===== src/rtl/cgs_pkg.sv =====
// ----------------------------------------------------------------------------
// cgs_pkg: shared types and constants for the color gradient span block
// Widths, limits and the request/response structs of the step divider.
// ----------------------------------------------------------------------------
package cgs_pkg;

    localparam int MAX_SPAN      = 64;
    localparam int MAX_ROW_WIDTH = 4096;

    localparam int CHAN_BITS = 8;
    localparam int FRAC_BITS = 16;
    localparam int NUM_LANES = 4;
    localparam int LANE_W    = $clog2(NUM_LANES);

    localparam int X_W     = 12;
    localparam int Y_W     = 12;
    localparam int COLOR_W = 32;
    localparam int LEN_W   = 7;
    localparam int ROW_W   = 13;
    localparam int IDX_W   = 25;

    localparam int CNT_W     = $clog2(MAX_SPAN + 1);
    localparam int DIVISOR_W = $clog2(MAX_SPAN);
    localparam int DIV_BITS  = CHAN_BITS + FRAC_BITS;   // 8.16 quotient
    localparam int DIV_CNT_W = $clog2(DIV_BITS);
    localparam int ACC_W     = DIV_BITS + 1;            // signed step / accumulator

    localparam logic [ROW_W-1:0] ROW_WIDTH_RST = ROW_W'(640);

    localparam int CFG_IDX_W  = 1;
    localparam int CFG_DATA_W = ROW_W;
    localparam logic [CFG_IDX_W-1:0] CFG_ROW_WIDTH    = 1'b0;
    localparam logic [CFG_IDX_W-1:0] CFG_CHANNEL_MODE = 1'b1;

    localparam int S_TDATA_W = 96;
    localparam int M_TDATA_W = 64;

    typedef struct packed {
        logic                 start;
        logic [DIV_BITS-1:0]  dividend;
        logic [DIVISOR_W-1:0] divisor;
    } div_req_t;

    typedef struct packed {
        logic                busy;
        logic                done;
        logic [DIV_BITS-1:0] quotient;
    } div_rsp_t;

endpackage


===== src/rtl/cgs_div.sv =====
// ----------------------------------------------------------------------------
// cgs_div: radix-2 restoring divider
// One quotient bit per cycle; done pulses when the final quotient is registered.
// ----------------------------------------------------------------------------
module cgs_div
    import cgs_pkg::*;
(
    input  logic     aclk,
    input  logic     aresetn,
    input  div_req_t req,
    output div_rsp_t rsp
);

    logic                 busy_reg;
    logic                 done_reg;
    logic [DIV_CNT_W-1:0] cnt_reg;
    logic [DIVISOR_W-1:0] rem_reg;
    logic [DIVISOR_W-1:0] dvs_reg;
    logic [DIV_BITS-1:0]  quo_reg;

    logic [DIVISOR_W:0]   trial;
    logic                 fits;

    assign trial = {rem_reg, quo_reg[DIV_BITS-1]};
    assign fits  = trial >= {1'b0, dvs_reg};

    always_ff @(posedge aclk) begin
        if (!aresetn) begin
            busy_reg <= 1'b0;
            done_reg <= 1'b0;
        end else begin
            done_reg <= 1'b0;
            if (busy_reg) begin
                if (cnt_reg == '0) begin
                    busy_reg <= 1'b0;
                    done_reg <= 1'b1;
                end
            end else if (req.start) begin
                busy_reg <= 1'b1;
            end
        end
    end

    always_ff @(posedge aclk) begin
        if (busy_reg) begin
            cnt_reg <= cnt_reg - 1'b1;
            if (fits) begin
                rem_reg <= DIVISOR_W'(trial - {1'b0, dvs_reg});
            end else begin
                rem_reg <= trial[DIVISOR_W-1:0];
            end
            quo_reg <= {quo_reg[DIV_BITS-2:0], fits};
        end else if (req.start) begin
            cnt_reg <= DIV_CNT_W'(DIV_BITS - 1);
            rem_reg <= '0;
            dvs_reg <= req.divisor;
            quo_reg <= req.dividend;
        end
    end

    assign rsp.busy     = busy_reg;
    assign rsp.done     = done_reg;
    assign rsp.quotient = quo_reg;

endmodule


===== src/rtl/color_gradient_span.sv =====
// ----------------------------------------------------------------------------
// color_gradient_span: linear color gradient along one horizontal span
// Sequencer around a shared serial divider plus a per-pixel color stepper.
// ----------------------------------------------------------------------------
// Usage:
//   s_* takes one span transaction (start pixel, row, two colors, length);
//   m_* returns one transaction per pixel with its linear index, color and
//   tlast on the final pixel. A length of zero yields no output.
//   cfg_* writes row_width (index 0) and channel_mode (index 1); it is always
//   ready and is meant to be used only while the block is idle.
// Timing:
//   s_tready is high only while idle. After acceptance a setup state forms the
//   row base index, then each color channel (3 or 4) runs through the single
//   restoring divider, one quotient bit per cycle; a one pixel span skips the
//   divider and goes straight to output. Pixels then leave at one per cycle
//   while m_tready is high.
// Reset / stall:
//   aresetn (sync, active low) returns to idle, drops m_tvalid and sets
//   row_width 640, channel_mode 0. When m_tready is low the output register
//   holds its transaction and the stepper waits; the last pixel may still sit
//   in the output register while the next span is accepted.
// ----------------------------------------------------------------------------
module color_gradient_span
    import cgs_pkg::*;
(
    input  logic                  aclk,
    input  logic                  aresetn,
    // s_tdata: start_x[11:0], start_y[23:12], start_color[55:24],
    //          end_color[87:56], span_length[94:88], zero pad[95]
    input  logic                  s_tvalid,
    output logic                  s_tready,
    input  logic [S_TDATA_W-1:0]  s_tdata,
    // m_tdata: pixel_index[24:0], pixel_color[56:25], zero pad[63:57]
    output logic                  m_tvalid,
    input  logic                  m_tready,
    output logic [M_TDATA_W-1:0]  m_tdata,
    output logic                  m_tlast,     // last_pixel
    input  logic                  cfg_valid,
    output logic                  cfg_ready,
    input  logic [CFG_IDX_W-1:0]  cfg_index,
    input  logic [CFG_DATA_W-1:0] cfg_data
);

    typedef enum logic [4:0] {
        ST_IDLE     = 5'b00001,
        ST_SETUP    = 5'b00010,
        ST_DIV_GO   = 5'b00100,
        ST_DIV_WAIT = 5'b01000,
        ST_EMIT     = 5'b10000
    } state_t;

    state_t state_reg, state_next;

    // configuration
    logic [ROW_W-1:0] row_width_reg;
    logic             mode_reg;

    // span captured at acceptance
    logic [X_W-1:0]     x_reg;
    logic [Y_W-1:0]     y_reg;
    logic [COLOR_W-1:0] c0_reg;
    logic [COLOR_W-1:0] c1_reg;
    logic [CNT_W-1:0]   n_reg;

    // stepper
    logic [ACC_W-1:0]  acc_reg  [NUM_LANES];
    logic [ACC_W-1:0]  step_reg [NUM_LANES];
    logic [LANE_W-1:0] lane_reg;
    logic              neg_reg;
    logic [CNT_W-1:0]  cnt_reg;
    logic [IDX_W-1:0]  idx_reg;

    // output register
    logic               out_valid_reg, out_valid_next;
    logic [IDX_W-1:0]   out_idx_reg;
    logic [COLOR_W-1:0] out_color_reg;
    logic               out_last_reg;

    div_req_t div_req;
    div_rsp_t div_rsp;

    logic                 s_fire;
    logic [X_W-1:0]       in_x;
    logic [Y_W-1:0]       in_y;
    logic [COLOR_W-1:0]   in_c0, in_c1;
    logic [LEN_W-1:0]     in_len;
    logic [COLOR_W-1:0]   color_mask;
    logic [ROW_W-1:0]     rw_sat;
    logic [CHAN_BITS-1:0] lane_a, lane_b;
    logic                 lane_neg;
    logic [CHAN_BITS-1:0] lane_mag;
    logic [LANE_W-1:0]    last_lane;
    logic                 out_load;
    logic [COLOR_W-1:0]   pix_color;

    assign in_x   = s_tdata[11:0];
    assign in_y   = s_tdata[23:12];
    assign in_c0  = s_tdata[55:24];
    assign in_c1  = s_tdata[87:56];
    assign in_len = s_tdata[94:88];

    assign s_tready  = (state_reg == ST_IDLE);
    assign s_fire    = s_tvalid & s_tready;
    assign cfg_ready = 1'b1;

    // RGB mode drops the top byte of both colors
    assign color_mask = mode_reg ? '1 : {{CHAN_BITS{1'b0}}, {(COLOR_W - CHAN_BITS){1'b1}}};
    assign rw_sat     = (row_width_reg > ROW_W'(MAX_ROW_WIDTH)) ?
                        ROW_W'(MAX_ROW_WIDTH) : row_width_reg;
    assign last_lane  = mode_reg ? LANE_W'(NUM_LANES - 1) : LANE_W'(NUM_LANES - 2);

    assign lane_a   = c0_reg[lane_reg*CHAN_BITS +: CHAN_BITS];
    assign lane_b   = c1_reg[lane_reg*CHAN_BITS +: CHAN_BITS];
    assign lane_neg = lane_b < lane_a;
    assign lane_mag = lane_neg ? CHAN_BITS'(lane_a - lane_b) : CHAN_BITS'(lane_b - lane_a);

    assign div_req.start    = (state_reg == ST_DIV_GO);
    assign div_req.dividend = {lane_mag, {FRAC_BITS{1'b0}}};
    assign div_req.divisor  = DIVISOR_W'(n_reg - 1'b1);

    cgs_div u_div (
        .aclk    (aclk),
        .aresetn (aresetn),
        .req     (div_req),
        .rsp     (div_rsp)
    );

    // integer part of each lane accumulator
    always_comb begin
        for (int j = 0; j < NUM_LANES; j++) begin
            pix_color[j*CHAN_BITS +: CHAN_BITS] = acc_reg[j][FRAC_BITS +: CHAN_BITS];
        end
    end

    assign out_load = (state_reg == ST_EMIT) && (!out_valid_reg || m_tready);

    always_comb begin
        state_next = state_reg;
        case (state_reg)
            ST_IDLE: begin
                if (s_fire && in_len != '0) begin
                    state_next = ST_SETUP;
                end
            end
            ST_SETUP: begin
                state_next = (n_reg == CNT_W'(1)) ? ST_EMIT : ST_DIV_GO;
            end
            ST_DIV_GO: begin
                state_next = ST_DIV_WAIT;
            end
            ST_DIV_WAIT: begin
                if (div_rsp.done) begin
                    state_next = (lane_reg == last_lane) ? ST_EMIT : ST_DIV_GO;
                end
            end
            ST_EMIT: begin
                if (out_load && cnt_reg == CNT_W'(1)) begin
                    state_next = ST_IDLE;
                end
            end
            default: begin
                state_next = ST_IDLE;
            end
        endcase
    end

    always_comb begin
        if (out_load) begin
            out_valid_next = 1'b1;
        end else if (m_tready) begin
            out_valid_next = 1'b0;
        end else begin
            out_valid_next = out_valid_reg;
        end
    end

    always_ff @(posedge aclk) begin
        if (!aresetn) begin
            state_reg     <= ST_IDLE;
            out_valid_reg <= 1'b0;
            row_width_reg <= ROW_WIDTH_RST;
            mode_reg      <= 1'b0;
        end else begin
            state_reg     <= state_next;
            out_valid_reg <= out_valid_next;
            if (cfg_valid && cfg_ready) begin
                case (cfg_index)
                    CFG_ROW_WIDTH:    row_width_reg <= cfg_data;
                    CFG_CHANNEL_MODE: mode_reg      <= cfg_data[0];
                    default:          ;
                endcase
            end
        end
    end

    always_ff @(posedge aclk) begin
        if (s_fire) begin
            x_reg  <= in_x;
            y_reg  <= in_y;
            c0_reg <= in_c0 & color_mask;
            c1_reg <= in_c1 & color_mask;
            n_reg  <= (in_len > LEN_W'(MAX_SPAN)) ? CNT_W'(MAX_SPAN) : CNT_W'(in_len);
        end

        case (state_reg)
            ST_SETUP: begin
                idx_reg  <= IDX_W'(rw_sat) * IDX_W'(y_reg) + IDX_W'(x_reg);
                cnt_reg  <= n_reg;
                lane_reg <= '0;
                for (int j = 0; j < NUM_LANES; j++) begin
                    acc_reg[j]  <= {1'b0, c0_reg[j*CHAN_BITS +: CHAN_BITS],
                                    {FRAC_BITS{1'b0}}};
                    step_reg[j] <= '0;
                end
            end
            ST_DIV_GO: begin
                neg_reg <= lane_neg;
            end
            ST_DIV_WAIT: begin
                if (div_rsp.done) begin
                    step_reg[lane_reg] <= neg_reg ? ACC_W'(-{1'b0, div_rsp.quotient})
                                                  : {1'b0, div_rsp.quotient};
                    lane_reg <= lane_reg + 1'b1;
                end
            end
            ST_EMIT: begin
                if (out_load) begin
                    idx_reg <= idx_reg + 1'b1;
                    cnt_reg <= cnt_reg - 1'b1;
                    for (int j = 0; j < NUM_LANES; j++) begin
                        acc_reg[j] <= acc_reg[j] + step_reg[j];
                    end
                end
            end
            default: ;
        endcase

        if (out_load) begin
            out_idx_reg   <= idx_reg;
            out_color_reg <= pix_color;
            out_last_reg  <= (cnt_reg == CNT_W'(1));
        end
    end

    assign m_tvalid = out_valid_reg;
    assign m_tlast  = out_last_reg;
    assign m_tdata  = {{(M_TDATA_W - IDX_W - COLOR_W){1'b0}}, out_color_reg, out_idx_reg};

`ifndef NO_ASSERTIONS
    a_div_busy_in_wait: assert property (@(posedge aclk) disable iff (!aresetn)
        div_rsp.busy |-> state_reg == ST_DIV_WAIT)
        else $error("divider busy outside wait state");

    a_div_done_in_wait: assert property (@(posedge aclk) disable iff (!aresetn)
        div_rsp.done |-> state_reg == ST_DIV_WAIT)
        else $error("divider done outside wait state");

    a_busy_after_span: assert property (@(posedge aclk) disable iff (!aresetn)
        (s_fire && in_len != '0) |=> !s_tready)
        else $error("input ready while a span is in work");

    a_emit_count: assert property (@(posedge aclk) disable iff (!aresetn)
        state_reg == ST_EMIT |-> cnt_reg != '0)
        else $error("emitting with no pixels left");
`endif

endmodule

===== config.mk =====
export PLATFORM = sky130hd
export DESIGN_NAME = color_gradient_span
export DESIGN_NICKNAME = d
export VERILOG_FILES = /design/src/rtl/cgs_pkg.sv /design/src/rtl/cgs_div.sv /design/src/rtl/color_gradient_span.sv
export SDC_FILE = /design/constraint.sdc
export NUM_CORES = 1
export LEC_CHECK = 0
export ABC_AREA = 1
export BUFFER_PORTS_ARGS = -buffer_cell sky130_fd_sc_hd__buf_4
export CAP_MARGIN = 20
export CORE_ASPECT_RATIO = 0.7
export CORE_UTILIZATION = 50
export CTS_BUF_LIST = sky130_fd_sc_hd__clkbuf_4 sky130_fd_sc_hd__clkbuf_8
export CTS_CLUSTER_DIAMETER = 30
export DETAILED_ROUTE_END_ITERATION = 8
export PLACE_DENSITY = 0.67
export SKIP_LAST_GASP = 1
export SYNTH_ARGS = -nofsm -noshare
export SYNTH_HDL_FRONTEND = slang
export SYNTH_SLANG_ARGS = --single-unit

===== constraint.sdc =====
create_clock -name aclk -period 8.6 [get_ports aclk]
set_input_delay 1.72 -clock aclk [delete_from_list [all_inputs] [get_ports aclk]]
set_output_delay 1.72 -clock aclk [all_outputs]
set_load 0.01 [all_outputs]

# Yosys cells after proc, flatten, opt, wreduce, memory -nomap -nowiden
# Memory sizes are Yosys's and may differ from the RTL's.
# Cells that the tools add are included.
# word_totals
word_cells,130
mem_count,2
ff_bits,251
input_bits,115
ramBits,200
output_inout_bits,68
# op_classes
n_shift,2
bitwise,9
n_mux,45
magnitude_cmp,4
n_mul,1
eq_ne,12
n_reduce_logical,19
addsub,14
# mem_list
memory,depth,width,read_ports,rd_ports_with_merged_regs,wr,line,source
acc_reg,4,25,4,0,4,color_gradient_span.sv:66,logic [ACC_W-1:0] acc_reg [NUM_LANES];
step_reg,4,25,4,0,4,color_gradient_span.sv:67,logic [ACC_W-1:0] step_reg [NUM_LANES];
# ops
cell,count
2-to-1 mux 25 bit,7
adder 25 bit,4
AND 32 bit,2
variable part select 32 x 6 -> 8 bit,2
one-hot mux 25 bit (2 select lines),1
2-to-1 mux 24 bit,2
2-to-1 mux 5 bit,7
2-to-1 mux 32 bit,1
"adder 25 x 1 -> 25 bit, second input constant",1
adder 25 x 12 -> 25 bit,1
multiplier 13 x 12 -> 25 bit,1
negator 24 -> 25 bit,1
one-hot mux 5 bit (5 select lines),1
OR reduction 25 bit,1
2-to-1 mux 6 bit,3
2-to-1 mux 1 bit,16
subtractor 8 bit,2
"== test 7 x 1 -> 1 bit, second input constant",2
one-hot mux 7 bit (2 select lines),1
"greater-than comparator 13 bit, second input constant",1
2-to-1 mux 13 bit,1
AND reduction 2 bit,6
less-than comparator 8 bit,1
2-to-1 mux 8 bit,1
28 further kinds,40

# Logic depth before layout (Yosys ltp)
# Gate-level depths: netlist of the first run.
# logic_depth
depth_word,7
mapped_depth,28
depth_no_buf,28

# Modules after synthesis
# From an unflattened synthesis of the first run, not the netlist that was laid out.
# hier_totals
hier_cells,3996
hier_area_um2,31636.6
# modules_own_cells
module,area_per_inst_um2,instances,cells_per_inst,seq_area_each_um2
color_gradient_span,29440.7,1,3764,11811.3
cgs_div,2195.9,1,232,1271.2

# Worst setup path after synthesis of the first run
# Ideal clock, no wire load.
# synth_path
kind,input -> register
from,input s_tvalid
to,register c0_reg[0] (enable)
stages,2
path_slack_ns,2.337
setup_ns,0.549
arrival_time_ns,5.714
n_path_buf,0
required_ns,8.051
cell_sequence,inv_1 nor2_1
# synth_via
elab_chain_cells,1
# synth_rtl
item,line,source
from (decl),color_gradient_span.sv:30,"input logic s_tvalid,"
AND 1 bit,color_gradient_span.sv:103,assign s_fire = s_tvalid & s_tready;
named net s_fire,color_gradient_span.sv:82,logic s_fire;
to (signal assigned),color_gradient_span.sv:200,c0_reg <= in_c0 & color_mask;
to (decl),color_gradient_span.sv:61,logic [COLOR_W-1:0] c0_reg;
# The timed path passes the listed nets, and every way through them passes these cells.
# A chain may end at the register's enable or synchronous reset.

# Worst setup path in the final report of the first run
# layout_path
from,register row_width_reg[12]
to,"register idx_reg[13], data pin"
# layout_via
elab_chain_cells,5
# layout_rtl
item,line,source
from (decl),color_gradient_span.sv:55,logic [ROW_W-1:0] row_width_reg;
from (signal assigned),color_gradient_span.sv:188,CFG_ROW_WIDTH: row_width_reg <= cfg_data;
greater-than comparator 13 bit,color_gradient_span.sv:108,assign rw_sat = (row_width_reg > ROW_W'(MAX_ROW_WIDTH)) ?
2-to-1 mux 13 bit (*),color_gradient_span.sv:108,
multiplier 13 x 12 -> 25 bit (*),color_gradient_span.sv:207,idx_reg <= IDX_W'(rw_sat) * IDX_W'(y_reg) + IDX_W'(x_reg);
adder 25 x 12 -> 25 bit (*),color_gradient_span.sv:207,
one-hot mux 25 bit (2 select lines) (*),color_gradient_span.sv:205,case (state_reg)
to (signal assigned),color_gradient_span.sv:207,
to (signal assigned),color_gradient_span.sv:228,idx_reg <= idx_reg + 1'b1;
to (decl),color_gradient_span.sv:71,logic [IDX_W-1:0] idx_reg;
# Every way passes the cells marked *; elsewhere a longest branch is shown, timed or not.

==> results of run 1 <==
==> power by group <==
part / internal [mW] / switching, mW
Sequential: 2.61 / 0.114
Combinational: 0.904 / 1.85
Clock: 1.24 / 1.02
Total: 4.75 / 2.99
==> logic make-up (layout without fill, tap and decap cells) <==
family	after synthesis	in the layout	synth area share [%]
AOI/OAI and AO/OA	295	295	4.94
xor gates and xnor gates	47	47	1.31
adders and majority gates	319	319	15.7
buffers and inverters	867	1137	10.5
DFF	443	443	41.5
other	2	9	0.0238
and+or+nand+nor	2021	2021	25.9
==> worst paths after layout <==
check / start / end / slack, ns / depth (start not counted)
worst max-delay path: row_width_reg[12]$_SDFFE_PN0P_ / idx_reg[13]$_DFFE_PP_ / 2.10 / 20
worst min-delay path: acc_reg[1][18]$_DFFE_PP_ / out_color_reg[10]$_DFFE_PP_ / 0.45 / 0
worst max register to register: row_width_reg[12]$_SDFFE_PN0P_ / idx_reg[13]$_DFFE_PP_ / 2.10 / 20
worst min register to register: acc_reg[1][18]$_DFFE_PP_ / out_color_reg[10]$_DFFE_PP_ / 0.45 / 0
==> cell usage in the layout, fill, tap and decap left out, drive strengths merged, types with 27 or more instances in the layout <==
cell	n
nand2	1207
inv	793
nor2	509
edfxtp	421
nand3	196
ha	191
buf	190
a21oi	140
fa	128
o21ai	126
clkbuf	104
nand4	39
clkinv	35
nor3	31
xor2	27
==> synth_stat cells <==
cell         n  area share, %
nand2_1   1205             14
inv_1      785            9.4
nor2_1     503            6.0
edfxtp_1   421             40
nand3_1    195            3.1
ha_1       191            7.6
a21oi_1    139            2.2
fa_1       128            8.1
o21ai_0    119            1.9
clkbuf_1    40           0.48
nand4_1     38           0.75
nor3_1      30           0.48
xor2_1      27           0.75
buf_2       24           0.38
dfxtp_1     22            1.4
nand3b_1    22           0.52
xnor2_1     20           0.56
o21a_1      11           0.26
buf_4        8           0.19
o21ai_1      7           0.11
and2_1       5          0.099
or2_2        5          0.099
a21o_1       4          0.095
nor4_1       4          0.079
a31oi_1      3          0.060
buf_1        3          0.036
clkinv_1     3          0.036
nor2_2       3          0.060
nor3b_1      3          0.072
o22ai_1      3          0.060
a211oi_1     2          0.048
clkbuf_2     2          0.032
conb_1       2          0.024
inv_2        2          0.024
nand2_2      2          0.040
nor2_4       2          0.072
o21bai_1     2          0.048
o31ai_1      2          0.048
a21oi_4      1          0.052
a31o_2       1          0.028
nand3_2      1          0.032
nand4_4      1          0.068
nor2_8       1          0.064
nor3_2       1          0.032
o311ai_0     1          0.028
==> layer usage <==
metal	vias up	wire length [um]
li1	12900	-
met1	12000	43100
met2	1066	33800
met3	115	10400
met4	2	1520
met5	-	13
==> final cells by class <==
| class | instances | area, sq um | share of cell area, % |
|---|---|---|---|
| Antenna cell | 1 | 2.50 | 0.00705 |
| Sequential cell | 443 | 13100 | 36.8 |
| Timing Repair Buffer | 190 | 1450 | 4.09 |
| Tap cell | 819 | 1020 | 2.89 |
| Inverter | 790 | 2970 | 8.35 |
| Clock inverter | 53 | 507 | 1.43 |
| Clock buffer | 104 | 1330 | 3.75 |
| Multi-Input combinational cell | 2690 | 15100 | 42.6 |
==> results.py, run 1 <==
metrics = {
    "run_status": {
        "status": "finished with violations",
        "violations": "DRC",
    },
    "place": {
        "gp_congestion": 0.969,
        "placedCellCount": 4931,
        "post-dp-hpwl_mm": 68.6,
        "place_area_sq_mm": 0.0336,
        "pre_cts_ws_ns": 2.29,
        "io_buffers": 173,
    },
    "synthesis": {
        "synth.avg_cell_area_sq_um": 7.88,
        "syn_area_sq_mm": 0.0315,
        "synth_seq_cells": 443,
        "yosysWarnings": 0,
        "ys_seq_area_share_pct": 41.5,
        "syn_inst": 3994,
        "yosysUniqueCellTypes": 45,
    },
    "sta": {
        "fin_tns_setup_ns": 0,
        "rsz0062_at_grt": "false",
        "skew_ns": 0.0393,
        "tightest_slew_ns": 1.03,
        "maxSlewViolCount": 0,
        "hold_viol": 0,
        "finalSetupViolCount": 0,
        "setup_ws_ns": 2.10,
        "fmax_mhz": 154,
        "fin_hold_ws_ns": 0.454,
        "fin_crit_sh_pct": 75.5,
        "max_slew_margin_pct": 31.5,
        "layout_min_cycle_time_ns": 6.50,
    },
    "critical_path": {
        "worstPathArrival_ns": 6.92,
        "max_stage_delay_ns": 0.80,
        "startpoint_type": "flip-flop",
        "path_cells": "nand2_1, nand2_1, clkinv_1, nand2_1, fa_1, inv_1, fa_1, fa_1, fa_1, inv_1, fa_1, inv_1, ha_1, nand2_1, inv_1, a21oi_1, nand3_1, or2_2, nand3_1, o21ai_0",
        "path_max_fanout": 14,
        "worstPathRequired_ns": 9.02,
        "end_kind": "flip-flop",
        "path_class": "reg2reg",
        "crit_family": "adder cells",
        "critical_path.slowest_cell": "dfxtp_1",
        "critPathBufInv": 5,
        "crit_top_cell": "fa_1",
    },
    "drt": {
        "antenna_left": 0,
        "wl_per_cell_um": 17.5,
        "viasPerCell": 5.14,
        "drc_errors": 2,
        "drtIter0Drc": 2566,
        "vias": 26100,
        "drtPass1Iterations": 9,
        "drt-total-wl_mm": 88.8,
    },
    "final_layout": {
        "nets": 4635,
        "fin_util_pct": 57.4,
        "fin_cells": 5090,
        "area_growth_pct": 12.7,
        "fin_area_sq_mm": 0.0355,
        "drive_above_1_share_pct": 8.52,
        "final.fill_count": 5682,
    },
    "power_and_ir_drop": {
        "powerDensity_mw_per_mm2": 218,
        "power.total_mw": 7.73,
        "peakVddDrop_uv": 148,
        "leakagePower_nw": 17.6,
    },
    "cts": {
        "ctsLongestPathBuffers": 3,
        "cts_setup_buffers": 0,
        "cts_tree": "built",
        "cts.repair.resized": 0,
        "hold_buffers": 0,
        "cts_buffers": 86,
        "cts.htree.levels": 3,
        "clk_pin_slew_worst_paths_ns": 0.06,
        "cts-root-buf": "clkbuf_8",
        "clock-sinks": 443,
        "clk_latency_ns": 0.72,
    },
    "global_routing": {
        "use_met1_pct": 44.5,
        "grt.overflow.total": 0,
        "grt_first_pass_wirelength_mm": 138,
        "antenna_found_initial": 3,
        "grt_pass1_vias": 24500,
        "use_met2_pct": 38.0,
        "grt_busiest_layer": "met1",
        "grt.total_usage_pct": 28.5,
        "gr-usage-met3_pct": 8.70,
        "grt_max_degree": 70,
    },
    "floorplanning": {
        "placementRows": 76,
        "initial_core_util_pct": 50.9,
        "die_h_um": 212,
        "dieArea_sq_mm": 0.0640,
        "pin_count": 183,
        "die_x_um": 302,
        "core_sq_mm": 0.0619,
    },
    "run": {
        "cap_violations": 0,
    },
    "min_path": {
        "hold_class": "reg2reg",
    },
}
(Power assumes the default switching activity.)
==> run 2: changes to the inputs <==
==> constraint.sdc (replaced) <==
create_clock -name aclk -period 6.05 [get_ports aclk]
set_input_delay 1.21 -clock aclk [delete_from_list [all_inputs] [get_ports aclk]]
set_output_delay 1.21 -clock aclk [all_outputs]
set_load 0.01 [all_outputs]
==> results.py, run 2 (synthesis results as in run 1) <==
metrics = {
    "sta": {
        "layout_min_cycle_time_ns": 5.74,
        "max_slew_margin_pct": 28.8,
        "fin_crit_sh_pct": 94.9,
        "hold_viol": 0,
        "tightest_slew_ns": 1.07,
        "finalSetupViolCount": 0,
        "setup_ws_ns": 0.309,
        "maxSlewViolCount": 0,
        "skew_ns": 0.0632,
        "fmax_mhz": 174,
    },
    "power_and_ir_drop": {
        "switching_share_pct": 38.3,
        "power.total_mw": 11.3,
        "leakagePower_nw": 17.7,
        "pwr-share-comb_pct": 36.1,
        "p_clk_share_pct": 29.8,
        "switchingPower_mw": 4.33,
        "powerDensity_mw_per_mm2": 316,
        "p_int_mw": 6.99,
        "pwr-share-seq_pct": 34.2,
        "peakVddDrop_uv": 252,
    },
    "run": {
        "cap_violations": 0,
    },
    "run_status": {
        "violations": "DRC",
        "status": "finished with violations",
    },
    "place": {
        "post-dp-hpwl_mm": 68.2,
        "gp_congestion": 0.962,
        "io_buffers": 173,
        "pre_cts_ws_ns": 0.188,
        "placedCellCount": 4952,
    },
    "drt": {
        "drt-total-wl_mm": 88.7,
        "antenna_left": 0,
        "drc_errors": 2,
        "drtIter0Drc": 2603,
        "vias": 26400,
        "viasPerCell": 5.16,
        "wl_per_cell_um": 17.3,
        "drtPass1Iterations": 7,
    },
    "final_layout": {
        "layout_common_cells": "1,199 x nand2_1, 779 x inv_1, 499 x nor2_1",
        "nets": 4661,
        "antennaDiodeCount": 0,
        "final_common_cell": "nand2_1",
        "area_growth_pct": 13.9,
        "drive_above_1_share_pct": 9.65,
        "fin_cells": 5119,
    },
    "cts": {
        "cts.htree.levels": 3,
        "cts_tree": "built",
        "cts-root-buf": "clkbuf_8",
        "clk_pin_slew_worst_paths_ns": 0.07,
        "clock-sinks": 443,
        "ctsLongestPathBuffers": 3,
        "clk_latency_ns": 0.74,
        "cts_buffers": 90,
        "hold_buffers": 0,
    },
    "floorplanning": {
        "die_h_um": 212,
        "initial_core_util_pct": 50.9,
        "core_sq_mm": 0.0619,
        "pin_count": 183,
        "placementRows": 76,
        "die_x_um": 302,
        "dieArea_sq_mm": 0.0640,
    },
    "critical_path": {
        "max_stage_delay_ns": 0.55,
        "worstPathArrival_ns": 6.21,
        "path_max_fanout": 6,
        "path_class": "reg2reg",
        "critical_path.slowest_cell": "fa_1",
        "end_kind": "flip-flop",
        "critPathBufInv": 6,
        "worstPathRequired_ns": 6.52,
        "crit_family": "adder cells",
        "reg2reg_slack_ns": 0.31,
        "startpoint_type": "flip-flop",
    },
    "global_routing": {
        "antenna_found_initial": 0,
        "grt.overflow.total": 0,
        "grt_max_degree": 96,
        "grt_first_pass_wirelength_mm": 138,
        "grt.total_usage_pct": 28.4,
        "grt_pass1_vias": 24600,
    },
    "min_path": {
        "hold_class": "reg2reg",
    },
}
run 2: cell count changes in the layout (fill, tap and decap cells not counted), sizes merged:
cell	before	now
buf	190	210
bufinv	6	7
clkbuf	104	103
clkdlybuf4s18	0	1
clkinv	35	34
clkinvlp	9	14
diode	1	0
inv	793	797
nand2	1207	1208
run 2: stage by stage:
stage                     area [sq um]  utilization, %  TNS, ns  hold WS, ns
final                            35900            57.9        0        0.423
after global routing             35900            57.9  -0.0560        0.446
after CTS                        35800            57.8        0        0.424
after detailed placement         33800            54.6        0        0.440
after global placement           33800            54.6        0        0.439
after floorplan                  31500               -        0        0.431
run 2: path summary, 6_finish.rpt:
path,start,cells after the start,end
worst max-delay path,row_width_reg[8]$_SDFFE_PN0P_,25,idx_reg[22]$_DFFE_PP_
worst min-delay path,acc_reg[0][22]$_DFFE_PP_,0,out_color_reg[6]$_DFFE_PP_
worst max register to register,row_width_reg[8]$_SDFFE_PN0P_,25,idx_reg[22]$_DFFE_PP_
worst min register to register,acc_reg[0][22]$_DFFE_PP_,0,out_color_reg[6]$_DFFE_PP_
run 2: layout make-up:
class | instances | area [sq um]
Clock inverter | 62 | 598
Tap cell | 819 | 1020
Inverter | 790 | 2970
Timing Repair Buffer | 211 | 1620
Multi-Input combinational cell | 2691 | 15200
Clock buffer | 103 | 1360
Sequential cell | 443 | 13100
Fill cell | 5656 | 26000
run 2: layer usage:
| metal | share of wire, % | global-route usage (%) | up-vias |
|---|---|---|---|
| met1 | 50 | 45.9 | 12200 |
| met3 | 11 | 7.00 | 86 |
| met2 | 38 | 37.6 | 1123 |
| li1 | - | - | 13000 |
| met4 | 1.3 | 5.38 | 2 |
| met5 | 0.041 | 0.461 | - |
run 2: what timing repair did:
| action | in CTS | in global routing |
|---|---|---|
| resized for setup | 0 | 24 |
| endpoints found under the setup margin | 0 | 15 |
| buffers inserted | 0 | 0 |
run 2: power by group through the flow:
stage | Combinational (mW) | Clock (mW) | Sequential [mW]
4_1_cts | 3.88 | 3.42 | 3.86
5_1_grt | 4.64 | 3.55 | 3.88
6_report | 4.08 | 3.37 | 3.87
3_3_place_gp | 3.82 | 0 | 3.93
3_5_place_dp | 3.86 | 0 | 3.92
2_1_floorplan | 2.70 | 0 | 3.86
